### src/rtl/assert_macros.svh
// Assertion macros shared by the sparse polynomial adder RTL.
// Define NO_ASSERTIONS to compile every check away; no other dependencies.
`ifndef ASSERT_MACROS_SVH
`define ASSERT_MACROS_SVH

`ifndef NO_ASSERTIONS

// Antecedent implies consequent in the same cycle.
`define SPA_ASSERT_IMPLY(label, clk, rst_n, ante, cons) \
    label: assert property (@(posedge clk) disable iff (!rst_n) (ante) |-> (cons)) \
        else $error("same-cycle implication failed");

// Antecedent implies consequent in the next cycle.
`define SPA_ASSERT_NEXT(label, clk, rst_n, ante, cons) \
    label: assert property (@(posedge clk) disable iff (!rst_n) (ante) |=> (cons)) \
        else $error("next-cycle implication failed");

// Expression holds at every edge out of reset.
`define SPA_ASSERT_ALWAYS(label, clk, rst_n, expr) \
    label: assert property (@(posedge clk) disable iff (!rst_n) (expr)) \
        else $error("invariant failed");

`else

`define SPA_ASSERT_IMPLY(label, clk, rst_n, ante, cons)
`define SPA_ASSERT_NEXT(label, clk, rst_n, ante, cons)
`define SPA_ASSERT_ALWAYS(label, clk, rst_n, expr)

`endif

`endif

### src/rtl/spa_pkg.sv
// Types and constants of the sparse polynomial adder.
// Used by spa_cell and sparse_polynomial_adder; no dependencies.
package spa_pkg;

    localparam int COEFF_W = 16;
    localparam int SUM_W   = 17;
    localparam int EXP_W   = 8;

    // Codes of the kind field; the unused code means nothing and is ignored.
    localparam logic [1:0] KIND_LOAD_A = 2'd0;
    localparam logic [1:0] KIND_LOAD_B = 2'd1;
    localparam logic [1:0] KIND_ADD    = 2'd2;
    localparam logic [1:0] KIND_UNUSED = 2'd3;

    typedef struct packed {
        logic [1:0]                kind;
        logic signed [COEFF_W-1:0] term_coeff;
        logic [EXP_W-1:0]          exp_x;
        logic [EXP_W-1:0]          exp_y;
        logic [EXP_W-1:0]          exp_z;
    } t_in;

    typedef struct packed {
        logic signed [SUM_W-1:0] sum_coeff;
        logic [EXP_W-1:0]        out_x;
        logic [EXP_W-1:0]        out_y;
        logic [EXP_W-1:0]        out_z;
        logic                    is_empty;
        logic                    last;
    } t_out;

    // One stored term.
    typedef struct packed {
        logic signed [COEFF_W-1:0] coeff;
        logic [EXP_W-1:0]          ex;
        logic [EXP_W-1:0]          ey;
        logic [EXP_W-1:0]          ez;
    } t_term;

    // An A term travelling along the row of cells.
    typedef struct packed {
        logic                    vld;
        logic                    found;
        logic signed [SUM_W-1:0] coeff;
        logic [EXP_W-1:0]        ex;
        logic [EXP_W-1:0]        ey;
        logic [EXP_W-1:0]        ez;
    } t_slot;

    typedef enum logic [2:0] {
        ST_IDLE,
        ST_FEED,
        ST_FLUSH,
        ST_DRAIN,
        ST_DONE
    } t_state;

endpackage

### src/rtl/spa_cell.sv
// One cell of the row: holds one B term and one travelling A term.
// Depends on spa_pkg.
module spa_cell
    import spa_pkg::*;
#(
    parameter int INDEX = 0,
    parameter int CNT_W = 6
) (
    input  logic             i_clk,
    input  logic             i_rst_n,
    input  logic             i_load,
    input  logic [CNT_W-1:0] i_count_b,
    input  t_term            i_term,
    input  logic             i_shift,
    input  t_term            i_right,
    input  t_slot            i_slot,
    output t_slot            o_slot,
    output t_term            o_term
);

    t_term r_b;
    t_slot r_slot;
    logic  r_vld;
    t_slot n_slot;
    logic  occupied;
    logic  hit;

    assign occupied = CNT_W'(INDEX) < i_count_b;
    assign hit = i_slot.vld && !i_slot.found && occupied &&
                 (i_slot.ex == r_b.ex) && (i_slot.ey == r_b.ey) && (i_slot.ez == r_b.ez);

    always_comb begin
        n_slot = i_slot;
        if (hit) begin
            n_slot.found = 1'b1;
            n_slot.coeff = i_slot.coeff + {r_b.coeff[COEFF_W-1], r_b.coeff};
        end
    end

    // Load on this cell's turn, shift towards the head while draining,
    // zero the coefficient once an A term has claimed it.
    always_ff @(posedge i_clk) begin
        if (i_load && (i_count_b == CNT_W'(INDEX))) begin
            r_b <= i_term;
        end else if (i_shift) begin
            r_b <= i_right;
        end else if (hit) begin
            r_b.coeff <= '0;
        end
    end

    always_ff @(posedge i_clk) begin
        if (!i_rst_n) begin
            r_vld <= 1'b0;
        end else begin
            r_vld <= i_slot.vld;
        end
    end

    always_ff @(posedge i_clk) begin
        r_slot <= n_slot;
    end

    always_comb begin
        o_slot     = r_slot;
        o_slot.vld = r_vld;
    end

    assign o_term = r_b;

endmodule
### config.mk
export PLATFORM = sky130hd
export DESIGN_NAME = spa_cell
export DESIGN_NICKNAME = d
export VERILOG_FILES = /design/src/rtl/assert_macros.svh /design/src/rtl/spa_pkg.sv /design/src/rtl/spa_cell.sv
export SDC_FILE = /design/constraint.sdc
export NUM_CORES = 1
export LEC_CHECK = 0
export BUFFER_PORTS_ARGS = -buffer_cell sky130_fd_sc_hd__buf_2
export CORE_MARGIN = 2
export CORE_UTILIZATION = 45
export CTS_CLUSTER_DIAMETER = 80
export DETAILED_ROUTE_END_ITERATION = 8
export PLACE_DENSITY = 0.92
export SLEW_MARGIN = 10
export SYNTH_ARGS = -nofsm -noshare
export SYNTH_HDL_FRONTEND = slang
export SYNTH_SLANG_ARGS = --single-unit
### constraint.sdc
create_clock -name i_clk -period 3.5 [get_ports i_clk]
set_clock_uncertainty 0.2 [all_clocks]
set_input_delay 0.175 -clock i_clk [delete_from_list [all_inputs] [get_ports i_clk]]
set_output_delay 0.175 -clock i_clk [all_outputs]
set_load 0.01 [all_outputs]
Word-level counts from Yosys, hierarchy flattened
Cells that the tools add are included.
{"block": "word_totals", "out_inout_bits": 83, "inputBits": 133, "elab_cells": 30, "register_bits": 83}
{"block": "classes", "n_eq_ne": 3, "order_cmp": 1, "n_mux": 5, "reduce_logical": 10, "n_addsub": 1}
{"op": "two-way mux 40 bit", "count": 1}
{"op": "two-way mux 16 bit", "count": 2}
{"op": "equality test 8 bit", "count": 3}
{"op": "two-way mux 24 bit", "count": 1}
{"op": "adder 17 bit", "count": 1}
{"op": "two-way mux 17 bit", "count": 1}
{"op": "logical AND 1 bit", "count": 6}
{"op": "zero test 6 bit", "count": 1}
{"op": "< comparator 1 x 6 -> 1 bit, first input constant", "count": 1}
{"op": "nonzero test 3 bit", "count": 1}
{"op": "nonzero test 2 bit", "count": 1}
{"op": "zero test 1 bit", "count": 1}

Depth between registers and ports, before layout
Gate-level depths: netlist (run 1).
{"block": "depth", "depth_word": 9, "mapped_depth": 9}

Worst setup path after synthesis (run 1)
Ideal clock, no wire load.
{"block": "synth_timing", "path_kind": "input -> register", "startpoint": "input port i_count_b[5]", "endpoint": "register r_b (netlist bit o_term[24]), enable pin", "slack_ps": 819, "required_time_ps": 2927, "n_path_buf": 0, "setup_ps": 373, "t_arrival_ps": 2108, "cell_stages": 5, "cell_sequence": "or4_1 nor3_2 nand2_1 nand2b_1 or2_1"}
{"block": "synth_between", "elab_chain_cells": 6}
{"element": "start, declared", "line": "spa_cell.sv:12", "source": "input logic [CNT_W-1:0] i_count_b,"}
{"element": "< comparator 1 x 6 -> 1 bit", "line": "spa_cell.sv:28", "source": "assign occupied = CNT_W'(INDEX) < i_count_b;"}
{"element": "logical AND 1 bit (2 in series)", "line": "spa_cell.sv:29", "source": "assign hit = i_slot.vld && !i_slot.found && occupied &&"}
{"element": "logical AND 1 bit (2 in series)", "line": "spa_cell.sv:30", "source": "(i_slot.ex == r_b.ex) && (i_slot.ey == r_b.ey) && (i_slot.ez == r_b.ez);"}
{"element": "nonzero test 3 bit (no source line) (*)"}
{"element": "end signal, assigned", "line": "spa_cell.sv:44", "source": "r_b <= i_term;"}
{"element": "end signal, assigned", "line": "spa_cell.sv:46", "source": "r_b <= i_right;"}
{"element": "end, declared", "line": "spa_cell.sv:21", "source": "t_term r_b;"}
Mark *: on every way between the ends. The rest lies on a longest branch, timed or not.
A chain may end at the register's enable or synchronous reset.

==> summary.md, run 1 <==
| Metric | Value |
|---|---|
| Maximum vdd drop | `0.246 mV` |
| HP Class | `in2reg` |
| Post-CTS sizing | `0` |
| Post-route ant nets | `0` |
| Nets | `872` |
| Core ar. | `8590 µm²` |
| Pin count of the biggest net entering global routing | `41` |
| Final cell count without fillers | `835` |
| Setup crit end | `o_slot[32]` |
| Post-layout util | `0.758` |
| Total power | `2.36 mW` |
| Starting DRT DRC Count | `267` |
| Post-Syn Area per Cell | `10.3 µm²` |
| CTS tree | `yes` |
| Setup violators final | `0` |
| Arr. time, crit path | `2910 ps` |
| Cell area after synthesis | `3940 µm²` |
| Unrepaired setup endpoints after global routing | `no` |
| Max-cap viol count | `0` |
| DRC violations left | `0` |
| Max Root-Sink Buffers | `2` |
| Setup Buffers After CTS | `0` |
| FF+latch count, synth | `83` |
| Netlist cell types | `47` |
| Post-synth EDFFs | `40` |
| Ys flop type | `dfxtp_1` |
| Startpoint class of the critical path | `primary input` |
| Die Area | `9510 µm²` |
| DR WL/cell | `17.7 µm` |
| CTS root buffer | `clkbuf_8` |
| Power Density | `362 nW/µm²` |
| Via/cell ratio | `5.23` |
| Initial Utilization | `0.458` |
| Io pins | `216` |
| Share of cells above drive strength 1 | `0.347` |
| CTS HTree Levels | `3` |
| Leakage | `3.15 nW` |
| Number of global-route vias before repair | `4726` |
| Post-Synthesis Cells | `382` |
| ANT cells | `0` |
| Async SR Flop Fraction | `0` |
| Post-route setup TNS | `0 ps` |
| GRT Resource Usage Total | `0.310` |
| CP max FO | `3` |
| CTS sink cnt | `83` |
| Post-Place Worst Slack | `780 ps` |
| Gr ovfl total | `0` |
| CTS buffer count | `9` |
| Die height | `97.5 µm` |
| Clk Latency, worst-skew pair | `350 ps` |
| Critical path type | `in2reg` |
| Detailed-route wire length | `14.7 mm` |
| Die X | `97.5 µm` |
| Fin. Hold Viols | `0` |
| Worst path required time | `3530 ps` |
| DR vias | `4364` |
| Hold_buf cts | `124` |
| Initial antenna violation count | `2` |
| First-pass GRT wire length | `23.3 mm` |
| Port Buffers | `215` |
| Slack of the worst reg-to-reg path | `690 ps` |
| Worst Setup SP | `i_slot[24]` |
| Clock-pin slew on the worst setup and hold paths | `90 ps` |
| Placed Cells incl. Taps | `695` |
| Max-slew headroom | `0.537` |
| Seq/Total Area, Yosys | `0.524` |
| Kind of end point of the critical path | `flip-flop` |
| Count of final max-slew check failures | `0` |
| Router iterations before antenna repair | `5` |
| DPL Wire Length | `8.72 mm` |
| Routability cong. | `0.934` |
| Site Rows | `34` |
| Syn Nets | `532` |
| Area Growth Syn to Fin | `65.5%` |
| Final period utilization | `0.823` |
| Minimum clock period | `2880 ps` |
| R2R Path End | `o_slot[32]` |
| Fill cell total of the finished layout | `522` |
| Worst slew pin tran | `695 ps` |
| Ys Warns | `0` |
| Worst r2r path cells | `9` |
| Final worst slack | `620 ps` |
| Outcome | `complete, no violations` |
| Maximum clock frequency | `0.347 GHz` |
| FF-to-FF Start | `o_term[24]` |
==> cell usage after synthesis (all sizes together) (9+ instances only) <==
master | n | area [µm²]
a21oi | 17 | 85.1
buf | 9 | 61.3
dfxtp | 43 | 861
edfxtp | 40 | 1200
ha | 16 | 200
mux2 | 13 | 188
nand2 | 111 | 417
nand3 | 19 | 95.1
nor2 | 11 | 41.3
o21ai | 11 | 55.1
xnor2 | 19 | 174
xor2 | 19 | 166
==> report_power, final <==
group          switching (mW)  internal (mW)
clock                   0.367          0.264
sequential             0.0402           1.09
combinational           0.282          0.313
total                   0.690           1.67
==> registers in the layout, summed over array words and instances, names as in the netlist <==
name	count
r_vld	1
o_term	40
o_slot	42
==> how the worst min path moves through the flow <==
| stage | cells past startpoint | slack [ps] | from | to |
|---|---|---|---|---|
| 6_report | 2 | 290 | i_slot[6] | o_slot[6] |
| 2_1_floorplan | 0 | 3 | i_slot[0] | o_slot[0] |
| 5_1_grt | 2 | 280 | i_slot[6] | o_slot[6] |
| 4_1_cts | 2 | 260 | i_slot[10] | o_slot[10] |
| 3_5_place_dp | 1 | 100 | i_slot[10] | o_slot[10] |
| 3_3_place_gp | 1 | 100 | i_slot[3] | o_slot[3] |
==> placed cells by master (no fill, tap or decap), types with 10 or more instances in the layout <==
| master | count |
|---|---|
| buf_2 | 215 |
| dlygate4sd3_1 | 124 |
| nand2_1 | 111 |
| dfxtp_1 | 43 |
| edfxtp_1 | 40 |
| nand3_1 | 19 |
| xor2_1 | 19 |
| xnor2_1 | 18 |
| a21oi_1 | 17 |
| ha_1 | 16 |
| nor2_1 | 11 |
| mux2_4 | 11 |
| o21ai_0 | 10 |
==> layer usage <==
metal | routed length [µm] | share of wire | track usage
met1 | 4920 | 0.33 | 0.308
met3 | 1230 | 0.083 | 0.0871
met5 | 16 | 0.0011 | 0
met4 | 690 | 0.047 | 0.151
met2 | 7900 | 0.54 | 0.587
==> through the flow <==
step	hold slack (ps)	area (µm²)
finish	290	6520
global route	279	6520
CTS	255	6520
global placement	101	5100
floorplan	2.72	3940
detailed placement	103	5100
==> cell families after synthesis <==
group | Yosys count | share of synthesized area
buf+inv | 18 | 0.0241
mux | 13 | 0.0477
xor+xnor | 38 | 0.0864
fa+ha+maj | 17 | 0.0559
simple gates | 166 | 0.188
compound gates | 47 | 0.0740
flops | 83 | 0.524
==> critical path: stages <==
cell and delay, ps:
dlygate4sd3_1 530, buf_2 130, ha_1 240, fa_1 440
a211oi_1 320, o21bai_1 120, a21oi_1 300, o21bai_1 130
a21oi_1 200, xnor2_1 90, mux2_4 250
==> cell type report <==
cell class,count,area (µm²),share of cell area
clock inverters,6,48.8,0.00749
repair buffers,343,2350,0.360
inverters,4,15.0,0.00230
well taps,108,135,0.0207
multi-input cells,281,1780,0.273
clock buffers,10,128,0.0196
flip-flops and latches,83,2060,0.316
Note: power is estimated with default switching activity, not from simulation.
==> run 2, diff against run 1 <==
clock period = 2.8 ns   (was 3.5 ns; I/O delays follow)
==> run 2 against run 1 <==
Worst setup slack got worse by 490 ps. Largest power group unchanged. Cell count increased by 0.24%. Flip-flop and latch count unchanged. Total power increased by 34%. Critical path type unchanged. Critical endpoint is now o_slot[34]. Highest routed layer is now met4.
==> summary.md, run 2 (same netlist as run 1, synthesis figures left out) <==
| Metric | Value |
|---|---|
| Maximum vdd drop | `0.291 mV (was 0.246 mV)` |
| Router iterations before antenna repair | `5 (unchanged)` |
| Clock-pin slew on the worst setup and hold paths | `90 ps (about the same)` |
| Worst path required time | `2840 ps (was 3530 ps)` |
| Initial antenna violation count | `0 (was 2)` |
| Area Growth Syn to Fin | `67.6% (was 65.5%)` |
| Outcome | `complete, no violations (unchanged)` |
| GRT Resource Usage Total | `0.327 (was 0.310)` |
| Unrepaired setup endpoints after global routing | `no (unchanged)` |
| Power Density | `477 nW/µm² (was 362 nW/µm²)` |
| Kind of end point of the critical path | `flip-flop (unchanged)` |
| Starting DRT DRC Count | `223 (was 267)` |
| Most common cell after layout, fill and taps aside | `buf_2 (unchanged)` |
| CTS tree | `yes (unchanged)` |
| Worst slew pin tran | `432 ps (was 695 ps)` |
| Arr. time, crit path | `2710 ps (was 2910 ps)` |
| Max Root-Sink Buffers | `2 (unchanged)` |
| Worst path slowest cell | `dlygate4sd3_1 (unchanged)` |
| M1 WL | `5.11 mm (was 4.92 mm)` |
| Gr ovfl total | `0 (unchanged)` |
| Site Rows | `34 (unchanged)` |
| Critical path type | `in2reg (unchanged)` |
| Uppermost layer routed | `met4 (was met5)` |
| Initial Utilization | `0.458 (unchanged)` |
| Fin. Hold Viols | `0 (unchanged)` |
| DPL Wire Length | `8.96 mm (was 8.72 mm)` |
| Final period utilization | `0.953` |
| Detailed-route wire length | `15.8 mm (was 14.7 mm)` |
| CTS sink cnt | `83 (unchanged)` |
| DR vias | `4547 (was 4364)` |
| CP max FO | `3 (unchanged)` |
| Startpoint class of the critical path | `primary input (unchanged)` |
| First-pass GRT wire length | `24.3 mm (was 23.3 mm)` |
| Minimum clock period | `2670 ps` |
| Io pins | `216 (unchanged)` |
| Max-slew headroom | `0.712 (was 0.537)` |
| Maximum clock frequency | `0.375 GHz` |
| Setup violators final | `0 (unchanged)` |
| Wire length on met3 | `1.11 mm (was 1.23 mm)` |
| Commonest cells after routing, fill and taps aside | `215 x buf_2, 124 x dlygate4sd3_1, 111 x nand2_1 (unchanged)` |
| Port Buffers | `215 (unchanged)` |
| Die X | `97.5 µm (unchanged)` |
| Final cell count without fillers | `837 (was 835)` |
| Count of final max-slew check failures | `0 (unchanged)` |
| Pin count of the biggest net entering global routing | `41 (unchanged)` |
| Crit-path max cell delay | `520 ps (was 530 ps)` |
| Die height | `97.5 µm (unchanged)` |
| HP Class | `in2reg (unchanged)` |
| Number of global-route vias before repair | `4983 (was 4726)` |
| DR WL/cell | `18.8 µm (was 17.7 µm)` |
| Die Area | `9510 µm² (unchanged)` |
| Multi-input logic area | `1800 µm² (was 1780 µm²)` |
| Register Area | `2060 µm² (unchanged)` |
| Via/cell ratio | `5.43 (was 5.23)` |
| Core ar. | `8590 µm² (unchanged)` |
| ANT cells | `0 (unchanged)` |
| Fill cell total of the finished layout | `511 (was 522)` |
| Post-route ant nets | `0 (unchanged)` |
| CTS root buffer | `clkbuf_8 (unchanged)` |
| CTS buffer count | `9 (unchanged)` |
| Nets | `874 (was 872)` |
| Hold Slack | `257 ps (was 290 ps)` |
| Routability cong. | `0.927 (was 0.934)` |
| Met2 routed WL | `8.24 mm (was 7.90 mm)` |
| Max reg flops | `42 (unchanged)` |
| DRC violations left | `0 (unchanged)` |
| CTS HTree Levels | `3 (unchanged)` |
| Worst path cell trace | `dlygate4sd3_1 -> buf_2 -> ha_1 -> fa_2 -> a211oi_2 -> o21bai_1 -> a21oi_2 -> nor3_1 -> nor3_1 -> xnor2_1 -> mux2_4 (was dlygate4sd3_1 -> buf_2 -> ha_1 -> fa_1 -> a211oi_1 -> o21bai_1 -> a21oi_1 -> o21bai_1 -> a21oi_1 -> xnor2_1 -> mux2_4)` |
| Placed Cells incl. Taps | `696 (was 695)` |
| Clk Latency, worst-skew pair | `350 ps (about the same)` |
| Max-cap viol count | `0 (unchanged)` |
| Share of cells above drive strength 1 | `0.355 (was 0.347)` |
| Post-route setup TNS | `0 ps (unchanged)` |
| Leakage | `3.19 nW (was 3.15 nW)` |
| Cell mode on critical path | `nor3_1` |
[run 2: final timing paths]
kind                            startpoint  slack, ps         end  depth (start not counted)
worst max-delay path            i_slot[24]        130  o_slot[34]                         11
worst min-delay path            i_slot[11]        260  o_slot[11]                          2
worst max register to register  o_term[24]        170  o_slot[34]                          9
worst min register to register  o_term[24]        420  o_slot[24]                          2
[run 2: timing repair]
item | CTS | global route
gates cloned | 0 | 0
hold buffers | 124 | 0
setup endpoints to repair | 2 | 4
resized for setup | 1 | 3
pin swaps | 0 | 1
hold endpoints to repair | 83 | 0
buffers inserted | 0 | 1
[run 2: per-stage QoR]
stage           util  total power, mW  area [µm²]  worst slack, ps
4_1_cts        0.766             3.10        6580             26.2
2_1_floorplan      -             1.75        3940              154
3_3_place_gp   0.594             1.98        5110              124
5_1_grt        0.768             3.26        6600             16.1
6_report       0.768             3.15        6600              131
3_5_place_dp   0.594             2.01        5110            -20.6
[run 2: report_power, final]
part / switching [mW] / internal (mW) / total, mW
sequential: 0.0504 / 1.36 / 1.41
clock: 0.467 / 0.503 / 0.970
combinational: 0.371 / 0.398 / 0.770
[run 2: worst max-delay path: cells and delay by family]
kind,cells,cell delay (ps)
AO/OA/AOI/OAI,3,640
XOR/XNOR,1,100
multiplexers,1,260
AND/OR/NAND/NOR,2,280
adder cells (fa/ha/maj),2,630
buffers and inverters,2,650
[run 2: final cells by class]
cell class | instances | area share
Sequential cell | 83 | 0.312
Timing Repair Buffer | 345 | 0.358
Multi-Input combinational cell | 281 | 0.272
Clock buffer | 11 | 0.0246
Inverter | 4 | 0.00227
Tap cell | 108 | 0.0205
Clock inverter | 5 | 0.00986
[run 2: per-layer routing]
metal	global-route usage	up-vias
li1	-	2000
met1	0.306	2092
met2	0.607	339
met3	0.0705	116
met4	0.257	0
met5	0	-
